$ cat src/sv/dts_pkg.sv
// dts_pkg: shared types, codes and helpers for the deadline task scheduler.
// No dependencies; imported by dts_ctrl, dts_datapath and the top level.

package dts_pkg;

   localparam logic [1:0] CMD_SCHEDULE   = 2'd0;
   localparam logic [1:0] CMD_RESCHEDULE = 2'd1;
   localparam logic [1:0] CMD_UNSCHEDULE = 2'd2;
   localparam logic [1:0] CMD_FIRE       = 2'd3;

   localparam logic [1:0] STATUS_OK        = 2'd0;
   localparam logic [1:0] STATUS_FULL      = 2'd1;
   localparam logic [1:0] STATUS_NOT_FOUND = 2'd2;

   // table pass modes
   localparam logic [2:0] MODE_SCAN   = 3'd0;  // earliest over all entries
   localparam logic [2:0] MODE_UPDATE = 3'd1;  // rewrite matching ids, earliest after
   localparam logic [2:0] MODE_PURGE  = 3'd2;  // drop matching ids, compact
   localparam logic [2:0] MODE_COUNT  = 3'd3;  // count due entries, earliest of the rest
   localparam logic [2:0] MODE_EMIT   = 3'd4;  // drop due entries, emit them

   localparam logic [31:0] HALF_RANGE  = 32'h8000_0000;
   localparam logic [31:0] WRAP_OFFSET = 32'h7FFF_FFFF;

   localparam int MAX_RESULTS = 32;
   localparam int KILL_W      = 6;

   typedef struct packed {
      logic [1:0]  command;
      logic [7:0]  task_id;
      logic [31:0] deadline;
      logic [31:0] now_tick;
   } req_word_type;

   typedef struct packed {
      logic [7:0]  fired_task;
      logic        fired_valid;
      logic [31:0] next_deadline;
      logic        deadline_valid;
      logic        compare_reload;
      logic [1:0]  status;
      logic        last;
   } rsp_word_type;

   typedef struct packed {
      logic       load;
      logic       pass_start;
      logic [2:0] mode;
      logic       finish;
   } ctrl_type;

   typedef struct packed {
      logic pass_done;
      logic table_empty;
   } stat_type;

   function automatic logic [31:0] order_key(input logic [31:0] dl, input logic wrap);
      return wrap ? dl + WRAP_OFFSET : dl;
   endfunction

endpackage

$ cat src/sv/dts_ram.sv
// dts_ram: generic single-write, single-read RAM with registered read data.
// No dependencies.

module dts_ram #(
   parameter int WIDTH = 40,
   parameter int DEPTH = 32
) (
   input  logic                     clock,
   input  logic                     wr_en,
   input  logic [$clog2(DEPTH)-1:0] wr_addr,
   input  logic [WIDTH-1:0]         wr_data,
   input  logic                     rd_en,
   input  logic [$clog2(DEPTH)-1:0] rd_addr,
   output logic [WIDTH-1:0]         rd_data
);

   logic [WIDTH-1:0] mem [DEPTH];
   logic [WIDTH-1:0] rd_data_ff;

   always_ff @(posedge clock) begin
      if (wr_en) begin
         mem[wr_addr] <= wr_data;
      end
      if (rd_en) begin
         rd_data_ff <= mem[rd_addr];
      end
   end

   assign rd_data = rd_data_ff;

endmodule

$ cat src/sv/dts_ctrl.sv
// dts_ctrl: command sequencer of the deadline task scheduler.
// Depends on dts_pkg; drives dts_datapath through ctrl_type, reads stat_type.

module dts_ctrl import dts_pkg::*; (
   input  logic       clock,
   input  logic       reset,
   input  logic       start,
   input  logic [1:0] command,
   input  stat_type   stat,
   output ctrl_type   ctrl,
   output logic       busy
);

   localparam logic [1:0] S_IDLE  = 2'd0;
   localparam logic [1:0] S_PASS  = 2'd1;
   localparam logic [1:0] S_FINAL = 2'd2;

   logic [1:0] state_ff, state_in;
   logic [1:0] cmd_ff, cmd_in;
   logic [2:0] mode_ff, mode_in;

   always_comb begin
      state_in = state_ff;
      cmd_in   = cmd_ff;
      mode_in  = mode_ff;
      ctrl     = '0;
      unique case (state_ff)
         S_IDLE: begin
            if (start) begin
               ctrl.load       = 1'b1;
               ctrl.pass_start = 1'b1;
               cmd_in          = command;
               unique case (command)
                  CMD_RESCHEDULE: mode_in = MODE_UPDATE;
                  CMD_UNSCHEDULE: mode_in = MODE_PURGE;
                  default:        mode_in = MODE_SCAN;
               endcase
               ctrl.mode = mode_in;
               state_in  = S_PASS;
            end
         end
         S_PASS: begin
            if (stat.pass_done) begin
               if (cmd_ff == CMD_FIRE) begin
                  if (mode_ff == MODE_SCAN) begin
                     if (stat.table_empty) begin
                        state_in = S_FINAL;
                     end else begin
                        mode_in         = MODE_COUNT;
                        ctrl.pass_start = 1'b1;
                        ctrl.mode       = MODE_COUNT;
                     end
                  end else if (mode_ff == MODE_COUNT) begin
                     mode_in         = MODE_EMIT;
                     ctrl.pass_start = 1'b1;
                     ctrl.mode       = MODE_EMIT;
                  end else begin
                     state_in = S_IDLE;
                  end
               end else begin
                  state_in = S_FINAL;
               end
            end
         end
         S_FINAL: begin
            ctrl.finish = 1'b1;
            state_in    = S_IDLE;
         end
         default: begin
            state_in = S_IDLE;
         end
      endcase
   end

   always_ff @(posedge clock) begin
      if (reset) begin
         state_ff <= S_IDLE;
      end else begin
         state_ff <= state_in;
      end
   end

   always_ff @(posedge clock) begin
      cmd_ff  <= cmd_in;
      mode_ff <= mode_in;
   end

   assign busy = (state_ff != S_IDLE);

endmodule

$ cat src/sv/dts_datapath.sv
// dts_datapath: task table RAM, scan pipeline, earliest trackers and result register.
// Depends on dts_pkg and dts_ram; commanded by dts_ctrl.

module dts_datapath import dts_pkg::*; #(
   parameter int QUEUE_DEPTH = 32,
   parameter int ID_BITS     = 8
) (
   input  logic         clock,
   input  logic         reset,
   input  ctrl_type     ctrl,
   input  req_word_type req_word,
   output stat_type     stat,
   output logic         rsp_valid,
   output rsp_word_type rsp_word
);

   localparam int IDX_W   = $clog2(QUEUE_DEPTH);
   localparam int CNT_W   = $clog2(QUEUE_DEPTH + 1);
   localparam int ENTRY_W = ID_BITS + 32;

   logic [2:0]         mode_ff, mode_in;
   logic [1:0]         cmd_ff, cmd_in;
   logic [ID_BITS-1:0] id_ff, id_in;
   logic [31:0]        dl_ff, dl_in;
   logic               wrap_ff, wrap_in;
   logic [CNT_W-1:0]   count_ff, count_in;
   logic [CNT_W-1:0]   rd_ptr_ff, rd_ptr_in;
   logic [CNT_W-1:0]   wr_ptr_ff, wr_ptr_in;
   logic               active_ff, active_in;
   logic               pipe_vld_ff, pipe_vld_in;
   logic [IDX_W-1:0]   pipe_idx_ff, pipe_idx_in;
   logic               found_ff, found_in;
   logic               pre_vld_ff, pre_vld_in;
   logic [31:0]        pre_key_ff, pre_key_in;
   logic [31:0]        pre_dl_ff, pre_dl_in;
   logic [ID_BITS-1:0] pre_id_ff, pre_id_in;
   logic               post_vld_ff, post_vld_in;
   logic [31:0]        post_key_ff, post_key_in;
   logic [31:0]        post_dl_ff, post_dl_in;
   logic [KILL_W-1:0]  kill_cnt_ff, kill_cnt_in;
   logic [KILL_W-1:0]  total_ff, total_in;
   logic               rsp_valid_ff, rsp_valid_in;
   rsp_word_type       rsp_ff, rsp_in;

   logic               wr_en, rd_en;
   logic [IDX_W-1:0]   wr_addr, rd_addr;
   logic [ENTRY_W-1:0] wr_data, rd_data;

   logic [ID_BITS+7:0] req_id_wide, e_id_wide;
   logic [ID_BITS-1:0] req_id, e_id;
   logic [31:0]        e_dl, cand_dl, cand_key, new_key;
   logic               issue_done, pass_done, match_id, kill, cap_ok, full, new_wins;
   logic               emit_last;

   dts_ram #(
      .WIDTH (ENTRY_W),
      .DEPTH (QUEUE_DEPTH)
   ) u_table (
      .clock   (clock),
      .wr_en   (wr_en),
      .wr_addr (wr_addr),
      .wr_data (wr_data),
      .rd_en   (rd_en),
      .rd_addr (rd_addr),
      .rd_data (rd_data)
   );

   assign req_id_wide = {{ID_BITS{1'b0}}, req_word.task_id};
   assign req_id      = req_id_wide[ID_BITS-1:0];
   assign e_id        = rd_data[ENTRY_W-1:32];
   assign e_dl        = rd_data[31:0];
   assign e_id_wide   = {8'b0, e_id};

   assign issue_done = (rd_ptr_ff >= count_ff);
   assign pass_done  = active_ff && issue_done && !pipe_vld_ff;
   assign match_id   = (e_id == id_ff);
   assign cand_dl    = (mode_ff == MODE_UPDATE && match_id) ? dl_ff : e_dl;
   assign cand_key   = order_key(cand_dl, wrap_ff);
   assign cap_ok     = (kill_cnt_ff < KILL_W'(MAX_RESULTS));
   assign full       = (count_ff == CNT_W'(QUEUE_DEPTH));
   assign new_key    = order_key(dl_ff, wrap_ff);
   assign new_wins   = !pre_vld_ff || (new_key < pre_key_ff);
   assign emit_last  = (KILL_W'(kill_cnt_ff + KILL_W'(1)) == total_ff);
   assign rd_addr    = rd_ptr_ff[IDX_W-1:0];

   always_comb begin
      unique case (mode_ff) inside
         MODE_PURGE:             kill = match_id;
         MODE_COUNT, MODE_EMIT:  kill = (e_dl == pre_dl_ff) && cap_ok;
         default:                kill = 1'b0;
      endcase
   end

   always_comb begin
      mode_in      = mode_ff;
      cmd_in       = cmd_ff;
      id_in        = id_ff;
      dl_in        = dl_ff;
      wrap_in      = wrap_ff;
      count_in     = count_ff;
      rd_ptr_in    = rd_ptr_ff;
      wr_ptr_in    = wr_ptr_ff;
      active_in    = active_ff;
      pipe_vld_in  = 1'b0;
      pipe_idx_in  = pipe_idx_ff;
      found_in     = found_ff;
      pre_vld_in   = pre_vld_ff;
      pre_key_in   = pre_key_ff;
      pre_dl_in    = pre_dl_ff;
      pre_id_in    = pre_id_ff;
      post_vld_in  = post_vld_ff;
      post_key_in  = post_key_ff;
      post_dl_in   = post_dl_ff;
      kill_cnt_in  = kill_cnt_ff;
      total_in     = total_ff;
      rsp_valid_in = 1'b0;
      rsp_in       = rsp_ff;
      wr_en        = 1'b0;
      wr_addr      = '0;
      wr_data      = '0;
      rd_en        = 1'b0;

      if (ctrl.load) begin
         cmd_in  = req_word.command;
         id_in   = req_id;
         dl_in   = req_word.deadline;
         wrap_in = (req_word.now_tick > HALF_RANGE);
      end

      // read issue
      if (active_ff && !issue_done) begin
         rd_en       = 1'b1;
         rd_ptr_in   = CNT_W'(rd_ptr_ff + CNT_W'(1));
         pipe_vld_in = 1'b1;
         pipe_idx_in = rd_ptr_ff[IDX_W-1:0];
      end

      // entry stage
      if (pipe_vld_ff) begin
         if (mode_ff == MODE_SCAN || mode_ff == MODE_UPDATE || mode_ff == MODE_PURGE) begin
            if (!pre_vld_ff || cand_key < pre_key_ff) begin
               pre_vld_in = 1'b1;
               pre_key_in = cand_key;
               pre_dl_in  = cand_dl;
               pre_id_in  = e_id;
            end
         end
         if ((mode_ff == MODE_UPDATE || mode_ff == MODE_PURGE) && match_id) begin
            found_in = 1'b1;
         end
         if (mode_ff == MODE_UPDATE && match_id) begin
            wr_en   = 1'b1;
            wr_addr = pipe_idx_ff;
            wr_data = {e_id, dl_ff};
         end
         if ((mode_ff == MODE_PURGE || mode_ff == MODE_COUNT) && !kill) begin
            if (!post_vld_ff || cand_key < post_key_ff) begin
               post_vld_in = 1'b1;
               post_key_in = cand_key;
               post_dl_in  = cand_dl;
            end
         end
         if ((mode_ff == MODE_COUNT || mode_ff == MODE_EMIT) && kill) begin
            kill_cnt_in = KILL_W'(kill_cnt_ff + KILL_W'(1));
         end
         if ((mode_ff == MODE_PURGE || mode_ff == MODE_EMIT) && !kill) begin
            wr_en     = 1'b1;
            wr_addr   = wr_ptr_ff[IDX_W-1:0];
            wr_data   = {e_id, e_dl};
            wr_ptr_in = CNT_W'(wr_ptr_ff + CNT_W'(1));
         end
         if (mode_ff == MODE_EMIT && kill) begin
            rsp_valid_in          = 1'b1;
            rsp_in                = '0;
            rsp_in.fired_task     = e_id_wide[7:0];
            rsp_in.fired_valid    = 1'b1;
            rsp_in.next_deadline  = post_vld_ff ? post_dl_ff : 32'd0;
            rsp_in.deadline_valid = post_vld_ff;
            rsp_in.compare_reload = post_vld_ff;
            rsp_in.status         = STATUS_OK;
            rsp_in.last           = emit_last;
         end
      end

      if (pass_done) begin
         active_in = 1'b0;
         if (mode_ff == MODE_PURGE || mode_ff == MODE_EMIT) begin
            count_in = wr_ptr_ff;
         end
      end

      if (ctrl.pass_start) begin
         active_in = 1'b1;
         mode_in   = ctrl.mode;
         rd_ptr_in = '0;
         wr_ptr_in = '0;
         unique case (ctrl.mode)
            MODE_SCAN: begin
               pre_vld_in = 1'b0;
            end
            MODE_UPDATE: begin
               pre_vld_in = 1'b0;
               found_in   = 1'b0;
            end
            MODE_PURGE: begin
               pre_vld_in  = 1'b0;
               post_vld_in = 1'b0;
               found_in    = 1'b0;
            end
            MODE_COUNT: begin
               post_vld_in = 1'b0;
               kill_cnt_in = '0;
            end
            MODE_EMIT: begin
               total_in    = kill_cnt_ff;
               kill_cnt_in = '0;
            end
            default: begin
               active_in = 1'b0;
            end
         endcase
      end

      if (ctrl.finish) begin
         rsp_valid_in          = 1'b1;
         rsp_in                = '0;
         rsp_in.last           = 1'b1;
         rsp_in.status         = STATUS_OK;
         rsp_in.deadline_valid = pre_vld_ff;
         rsp_in.next_deadline  = pre_vld_ff ? pre_dl_ff : 32'd0;
         unique case (cmd_ff) inside
            CMD_SCHEDULE, CMD_RESCHEDULE: begin
               if (cmd_ff == CMD_RESCHEDULE && found_ff) begin
                  rsp_in.compare_reload = pre_vld_ff && (pre_id_ff == id_ff);
               end else if (full) begin
                  rsp_in.status = STATUS_FULL;
               end else begin
                  wr_en                 = 1'b1;
                  wr_addr               = count_ff[IDX_W-1:0];
                  wr_data               = {id_ff, dl_ff};
                  count_in              = CNT_W'(count_ff + CNT_W'(1));
                  rsp_in.deadline_valid = 1'b1;
                  rsp_in.next_deadline  = new_wins ? dl_ff : pre_dl_ff;
                  rsp_in.compare_reload = new_wins;
               end
            end
            CMD_UNSCHEDULE: begin
               if (!found_ff) begin
                  rsp_in.status = STATUS_NOT_FOUND;
               end else begin
                  rsp_in.deadline_valid = post_vld_ff;
                  rsp_in.next_deadline  = post_vld_ff ? post_dl_ff : 32'd0;
                  rsp_in.compare_reload = post_vld_ff && pre_vld_ff && (pre_id_ff == id_ff);
               end
            end
            CMD_FIRE: begin
               rsp_in.deadline_valid = 1'b0;
               rsp_in.next_deadline  = 32'd0;
            end
            default: begin
               rsp_in.status = STATUS_OK;
            end
         endcase
      end
   end

   always_ff @(posedge clock) begin
      if (reset) begin
         active_ff    <= 1'b0;
         pipe_vld_ff  <= 1'b0;
         count_ff     <= '0;
         rsp_valid_ff <= 1'b0;
      end else begin
         active_ff    <= active_in;
         pipe_vld_ff  <= pipe_vld_in;
         count_ff     <= count_in;
         rsp_valid_ff <= rsp_valid_in;
      end
   end

   always_ff @(posedge clock) begin
      mode_ff     <= mode_in;
      cmd_ff      <= cmd_in;
      id_ff       <= id_in;
      dl_ff       <= dl_in;
      wrap_ff     <= wrap_in;
      rd_ptr_ff   <= rd_ptr_in;
      wr_ptr_ff   <= wr_ptr_in;
      pipe_idx_ff <= pipe_idx_in;
      found_ff    <= found_in;
      pre_vld_ff  <= pre_vld_in;
      pre_key_ff  <= pre_key_in;
      pre_dl_ff   <= pre_dl_in;
      pre_id_ff   <= pre_id_in;
      post_vld_ff <= post_vld_in;
      post_key_ff <= post_key_in;
      post_dl_ff  <= post_dl_in;
      kill_cnt_ff <= kill_cnt_in;
      total_ff    <= total_in;
      rsp_ff      <= rsp_in;
   end

   assign stat.pass_done   = pass_done;
   assign stat.table_empty = !pre_vld_ff;
   assign rsp_valid        = rsp_valid_ff;
   assign rsp_word         = rsp_ff;

endmodule

$ cat src/sv/deadline_task_scheduler.sv
// deadline_task_scheduler: top level of the deadline task scheduler.
// Depends on dts_pkg, dts_ctrl, dts_datapath (and dts_ram below it).
//
// Usage: a command word is taken on req_word at a clock edge with start high
// and busy low. Commands are schedule, reschedule, unschedule and fire.
// Results come out on rsp_word, each for one cycle with rsp_valid high; the
// receiver has no way to stall them. The final result of a command has last set.
// Each pass over the task RAM reads one entry a cycle. Schedule, reschedule
// and unschedule give their single result after one pass, at the same edge
// at which busy clears. Fire on a non-empty table needs three passes
// (earliest, count of due entries, remove and emit): one result per fired
// task, in age order, given as the third pass reads the entries; busy
// clears when that pass ends. On an empty table fire answers after one
// pass and clears busy at the same edge as its result appears.
// After a single-result command the next one may be accepted while its
// result is on the ports.
// Reset empties the table; the RAM contents are left as they are.

module deadline_task_scheduler import dts_pkg::*; #(
   parameter int QUEUE_DEPTH = 32,
   parameter int ID_BITS     = 8
) (
   input  logic         clock,
   input  logic         reset,
   input  logic         start,
   output logic         busy,
   input  req_word_type req_word,
   output logic         rsp_valid,
   output rsp_word_type rsp_word
);

   ctrl_type ctrl;
   stat_type stat;

   dts_ctrl u_ctrl (
      .clock   (clock),
      .reset   (reset),
      .start   (start),
      .command (req_word.command),
      .stat    (stat),
      .ctrl    (ctrl),
      .busy    (busy)
   );

   dts_datapath #(
      .QUEUE_DEPTH (QUEUE_DEPTH),
      .ID_BITS     (ID_BITS)
   ) u_datapath (
      .clock     (clock),
      .reset     (reset),
      .ctrl      (ctrl),
      .req_word  (req_word),
      .stat      (stat),
      .rsp_valid (rsp_valid),
      .rsp_word  (rsp_word)
   );

endmodule
$ cat config.mk
export PLATFORM = sky130hd
export DESIGN_NAME = deadline_task_scheduler
export DESIGN_NICKNAME = d
export VERILOG_FILES = /design/src/sv/dts_pkg.sv /design/src/sv/dts_ram.sv /design/src/sv/dts_ctrl.sv /design/src/sv/dts_datapath.sv /design/src/sv/deadline_task_scheduler.sv
export SDC_FILE = /design/constraint.sdc
export NUM_CORES = 2
export LEC_CHECK = 0
export BUFFER_PORTS_ARGS = -buffer_cell sky130_fd_sc_hd__buf_2
export CORE_MARGIN = 5
export CORE_UTILIZATION = 30
export DETAILED_ROUTE_END_ITERATION = 6
export HOLD_SLACK_MARGIN = 0.08
export PLACE_DENSITY = 0.48
export SYNTH_ARGS = -nofsm -noshare
export SYNTH_HDL_FRONTEND = slang
export SYNTH_SLANG_ARGS = --single-unit
$ cat constraint.sdc
create_clock -name clock -period 20.4 [get_ports clock]
set_input_delay 1.02 -clock clock [delete_from_list [all_inputs] [get_ports clock]]
set_output_delay 1.02 -clock clock [all_outputs]
set_load 0.01 [all_outputs]
==> reports/results.md <==
Status
* **result of the run** complete, no violations

Place
* **routability cong.** 0.847
* **post-place instance area** 69700 µm²
* **HPWL after detailed placement** 105 mm
* **cell count after placement** 6241
* **Setup WS pre-CTS** 13.15 ns
* **number of port buffers** 124

Yosys
* **count of yosys warnings during synthesis** 0
* **post-synthesis cell area** 65100 µm²
* **number of standard cells after synthesis** 3333
* **EDFF count, synth** 1552
* **top cells by instance count after synthesis** edfxtp_1, mux4_2, nand2_1, clkbuf_1, ha_1
* **Most used DFF post-synth** edfxtp_1
* **distinct cell type count after synthesis** 67
* **cell type with the largest total area after synthesis** edfxtp_1
* **part of the Yosys area used for sequential elements** 72.9%
* **synthesized area divided by synthesized cell count** 19.5 µm²
* **post-synth top area share** 71.6%
* **post-synthesis async set-or-reset flop share** 0%
* **net count of the mapped netlist** 3516
* **number of synthesized register bits** 1594
* **most frequent cell after synthesis** edfxtp_1
* **top post-synthesis cells by area** edfxtp_1, mux4_2, ha_1

Floorplan
* **Die Area** 226000 µm²
* **number of ports placed on the die boundary** 125
* **vertical extent of the die** 476 µm
* **floorplan core area** 217000 µm²
* **row cnt** 171
* **effective utilization at floorplan** 30.1%
* **x dimension of the die** 476 µm

GRT
* **total overflow reported by the global router** 0
* **gr usage total** 16.5%
* **vias in the first global route** 33800
* **pin count of the biggest net entering global routing** 98
* **antenna violations before repair** 11
* **wire length of the first global-routing pass** 265 mm

Clock tree
* **root buffer cell** clkbuf_16
* **cts hold-fix bufs** 0
* **Worst-path clk slew** 0.07 ns
* **insertion delay of the later-clocked pin in the worst-skew pair** 0.84 ns
* **CTS max path bufs** 3
* **count of H-tree levels built during CTS** 4
* **clock sink total** 1594
* **Resized Gates After CTS** 0
* **post-CTS repair timing setup buffer count** 0
* **TritonCTS buffer count** 166
* **clock tree from TritonCTS** built

Layout
* **Layout Utilization** 34.6%
* **Layout Area Growth over Synthesis** 15.1%
* **fraction of layout instances using a drive strength above 1** 25.6%
* **layout net count** 3738
* **final instance area** 74900 µm²
* **FF+latch area** 47500 µm²
* **fillcell total** 20300
* **area of the multi-input gates** 16900 µm²
* **number of standard cells in the layout, taps in and fillers out** 6544

STA
* **slew at the pin closest to its max-slew limit** 1.27 ns
* **Max-slew headroom** 15.6%
* **clock period minus final worst setup slack** 7.32 ns
* **Period Utilization, post-route** 35.9%
* **setup violators final** 0
* **number of failing hold endpoints at the final stage** 0
* **total count of max-transition violations in the final report** 0
* **Max Clock Freq** 0.137 GHz
* **setup slack after layout** 13.08 ns
* **maximum clock skew at final layout** 0.0422 ns
* **RSZ-0062 raised after global routing** no
* **sum of negative setup slack** 0 ns

Setup path
* **worst path arrival time** 7.76 ns
* **Slowest-stage cell, CP** a21oi_4
* **Worst Reg2Reg Path Length in Cells** 19
* **crit-path max cell delay** 0.78 ns
* **crit path kind** flop to flop
* **Reg2Reg Setup Slack** 13.08 ns
* **Crit. Startpoint** u_datapath.u_table.rd_data[39]
* **critical path depth in cells** 19
* **launch instance of the worst register-to-register path** u_datapath.u_table.rd_data[39]
* **critical path fanouts, max** 62
* **critical path capture point** u_datapath.post_dl_ff[0]
* **CP delay by family, top** compound AO/OA/AOI/OAI gates
* **worst r2r dst** u_datapath.post_dl_ff[0]
* **worst path buffer plus inverter count** 2
* **critical path endpoint category** flop
* **data required time at the worst endpoint** 20.84 ns
* **ordered list of cells on the worst path** xor2_1 > nor4_1 > and3b_2 > buf_4 > mux2i_1 > ha_1 > nand2_1 > a21oi_1 > nand2_1 > nor2_1 > xnor2_1 > ha_1 > a21o_1 > a21oi_1 > o211ai_1 > a2111oi_0 > o21ai_0 > a21oi_4 > buf_4
* **CP Launch Type** flop

Run
* **number of maximum-capacitance violations** 0

Power
* **areal power density over the cells** 88.1 nW/µm²
* **Lkg Pwr** 24.3 nW
* **largest voltage drop on the vdd net** 56.2 µV

Routing
* **final routed wirelength across all metal layers** 188 mm
* **post-DR wirelength/cell** 28.8 µm
* **router iterations before antenna repair** 5
* **remaining routing DRC violations** 0
* **count of routing violations after the opening detailed-route iteration** 3272
* **number of nets with antenna violations after routing** 0
* **via count normalized by instance count** 5.08
* **number of vias in the routed layout** 33200

Min path
* **hold crit path type** input port to flop
* **Cells on Worst Hold Path** 1

==> area by class of cell <==
| cell class | count | area share, % |
|---|---|---|
| diodes | 1 | 0.00334 |
| well taps | 2854 | 4.77 |
| repair buffers | 215 | 1.77 |
| inverters | 96 | 0.481 |
| clock buffers | 210 | 5.98 |
| clock inverters | 92 | 1.01 |
| multi-input cells | 1482 | 22.6 |
| flip-flops and latches | 1594 | 63.4 |
==> registers in the layout, summed over array words and instances (netlist names), 8 cells and up <==
| register | count |
|---|---|
| u_datapath.rsp_word | 46 |
| u_datapath.dl_ff | 32 |
| u_datapath.u_table.mem | 1280 |
| u_datapath.post_key_ff | 32 |
| u_datapath.u_table.rd_data | 40 |
| u_datapath.pre_key_ff | 32 |
| u_datapath.pre_dl_ff | 32 |
| u_datapath.id_ff | 8 |
| u_datapath.post_dl_ff | 32 |
| u_datapath.pre_id_ff | 8 |
==> layout by cell type (no fill, tap or decap), drive strengths merged, types with 42 or more instances in the layout <==
cell type,n
a21oi,60
nand3,47
xnor2,60
inv,102
nor2,103
nor4,42
xor2,71
clkbuf,210
nor3,45
edfxtp,1552
ha,106
clkinv,75
dfxtp,42
buf,215
mux4,400
nand2,158
==> worst min-delay path by stage <==
stage	start	to	slack, ns
2_1_floorplan	u_datapath.rd_ptr_ff[0]	u_datapath.pipe_idx_ff[0]	0.43
3_3_place_gp	u_datapath.rsp_word[42]	u_datapath.rsp_word[42]	0.45
3_5_place_dp	u_datapath.rsp_word[40]	u_datapath.rsp_word[40]	0.45
4_1_cts	req_word[57]	u_datapath.dl_ff[25]	0.28
5_1_grt	req_word[60]	u_datapath.dl_ff[28]	0.30
6_report	req_word[57]	u_datapath.dl_ff[25]	0.36
==> stage by stage <==
step                hold slack, ns  power (mW)
floorplan                    0.435        3.68
global placement             0.447        3.73
detailed placement           0.445        3.73
CTS                          0.280        6.68
global route                 0.301        6.81
finish                       0.358        6.60
==> cells by family after synthesis <==
logic type               after synthesis  synth area share, %
flip-flops                          1594                 72.9
AND/OR/NAND/NOR                      534                 4.13
multiplexers                         462                 14.9
buffers and inverters                257                 1.51
AO/OA/AOI/OAI                        249                 2.77
XOR/XNOR                             131                 1.76
adder cells (fa/ha/maj)              106                 2.04
==> worst reg2reg max path, cell delays in order, from the launching register on <==
cell	delay (ns)
edfxtp_1	0.44
xor2_1	0.20
nor4_1	0.40
and3b_2	0.27
buf_4	0.60
mux2i_1	0.43
ha_1	0.21
nand2_1	0.23
a21oi_1	0.45
nand2_1	0.13
nor2_1	0.13
xnor2_1	0.24
ha_1	0.33
a21o_1	0.16
a21oi_1	0.18
o211ai_1	0.16
a2111oi_0	0.62
o21ai_0	0.33
a21oi_4	0.78
buf_4	0.64
==> routing by layer <==
layer,vias to the layer above,global-route usage (%),routed length (µm),part of all wire [%]
met4,2,3.70,3410,1.8
met1,17900,23.1,83700,44
met5,-,0,13,0.0069
met2,1051,27.0,90700,48
met3,218,2.67,10400,5.5
li1,14100,-,-,-
==> where the power goes <==
part	switching [mW]	leakage [nW]	total, mW	internal [mW]
registers	0.0220	15.1	3.58	3.56
logic	0.0533	6.65	0.0840	0.0307
clock network	1.29	2.56	2.94	1.65
total	1.36	24.3	6.60	5.24
Note: power is estimated with default switching activity, not from simulation.
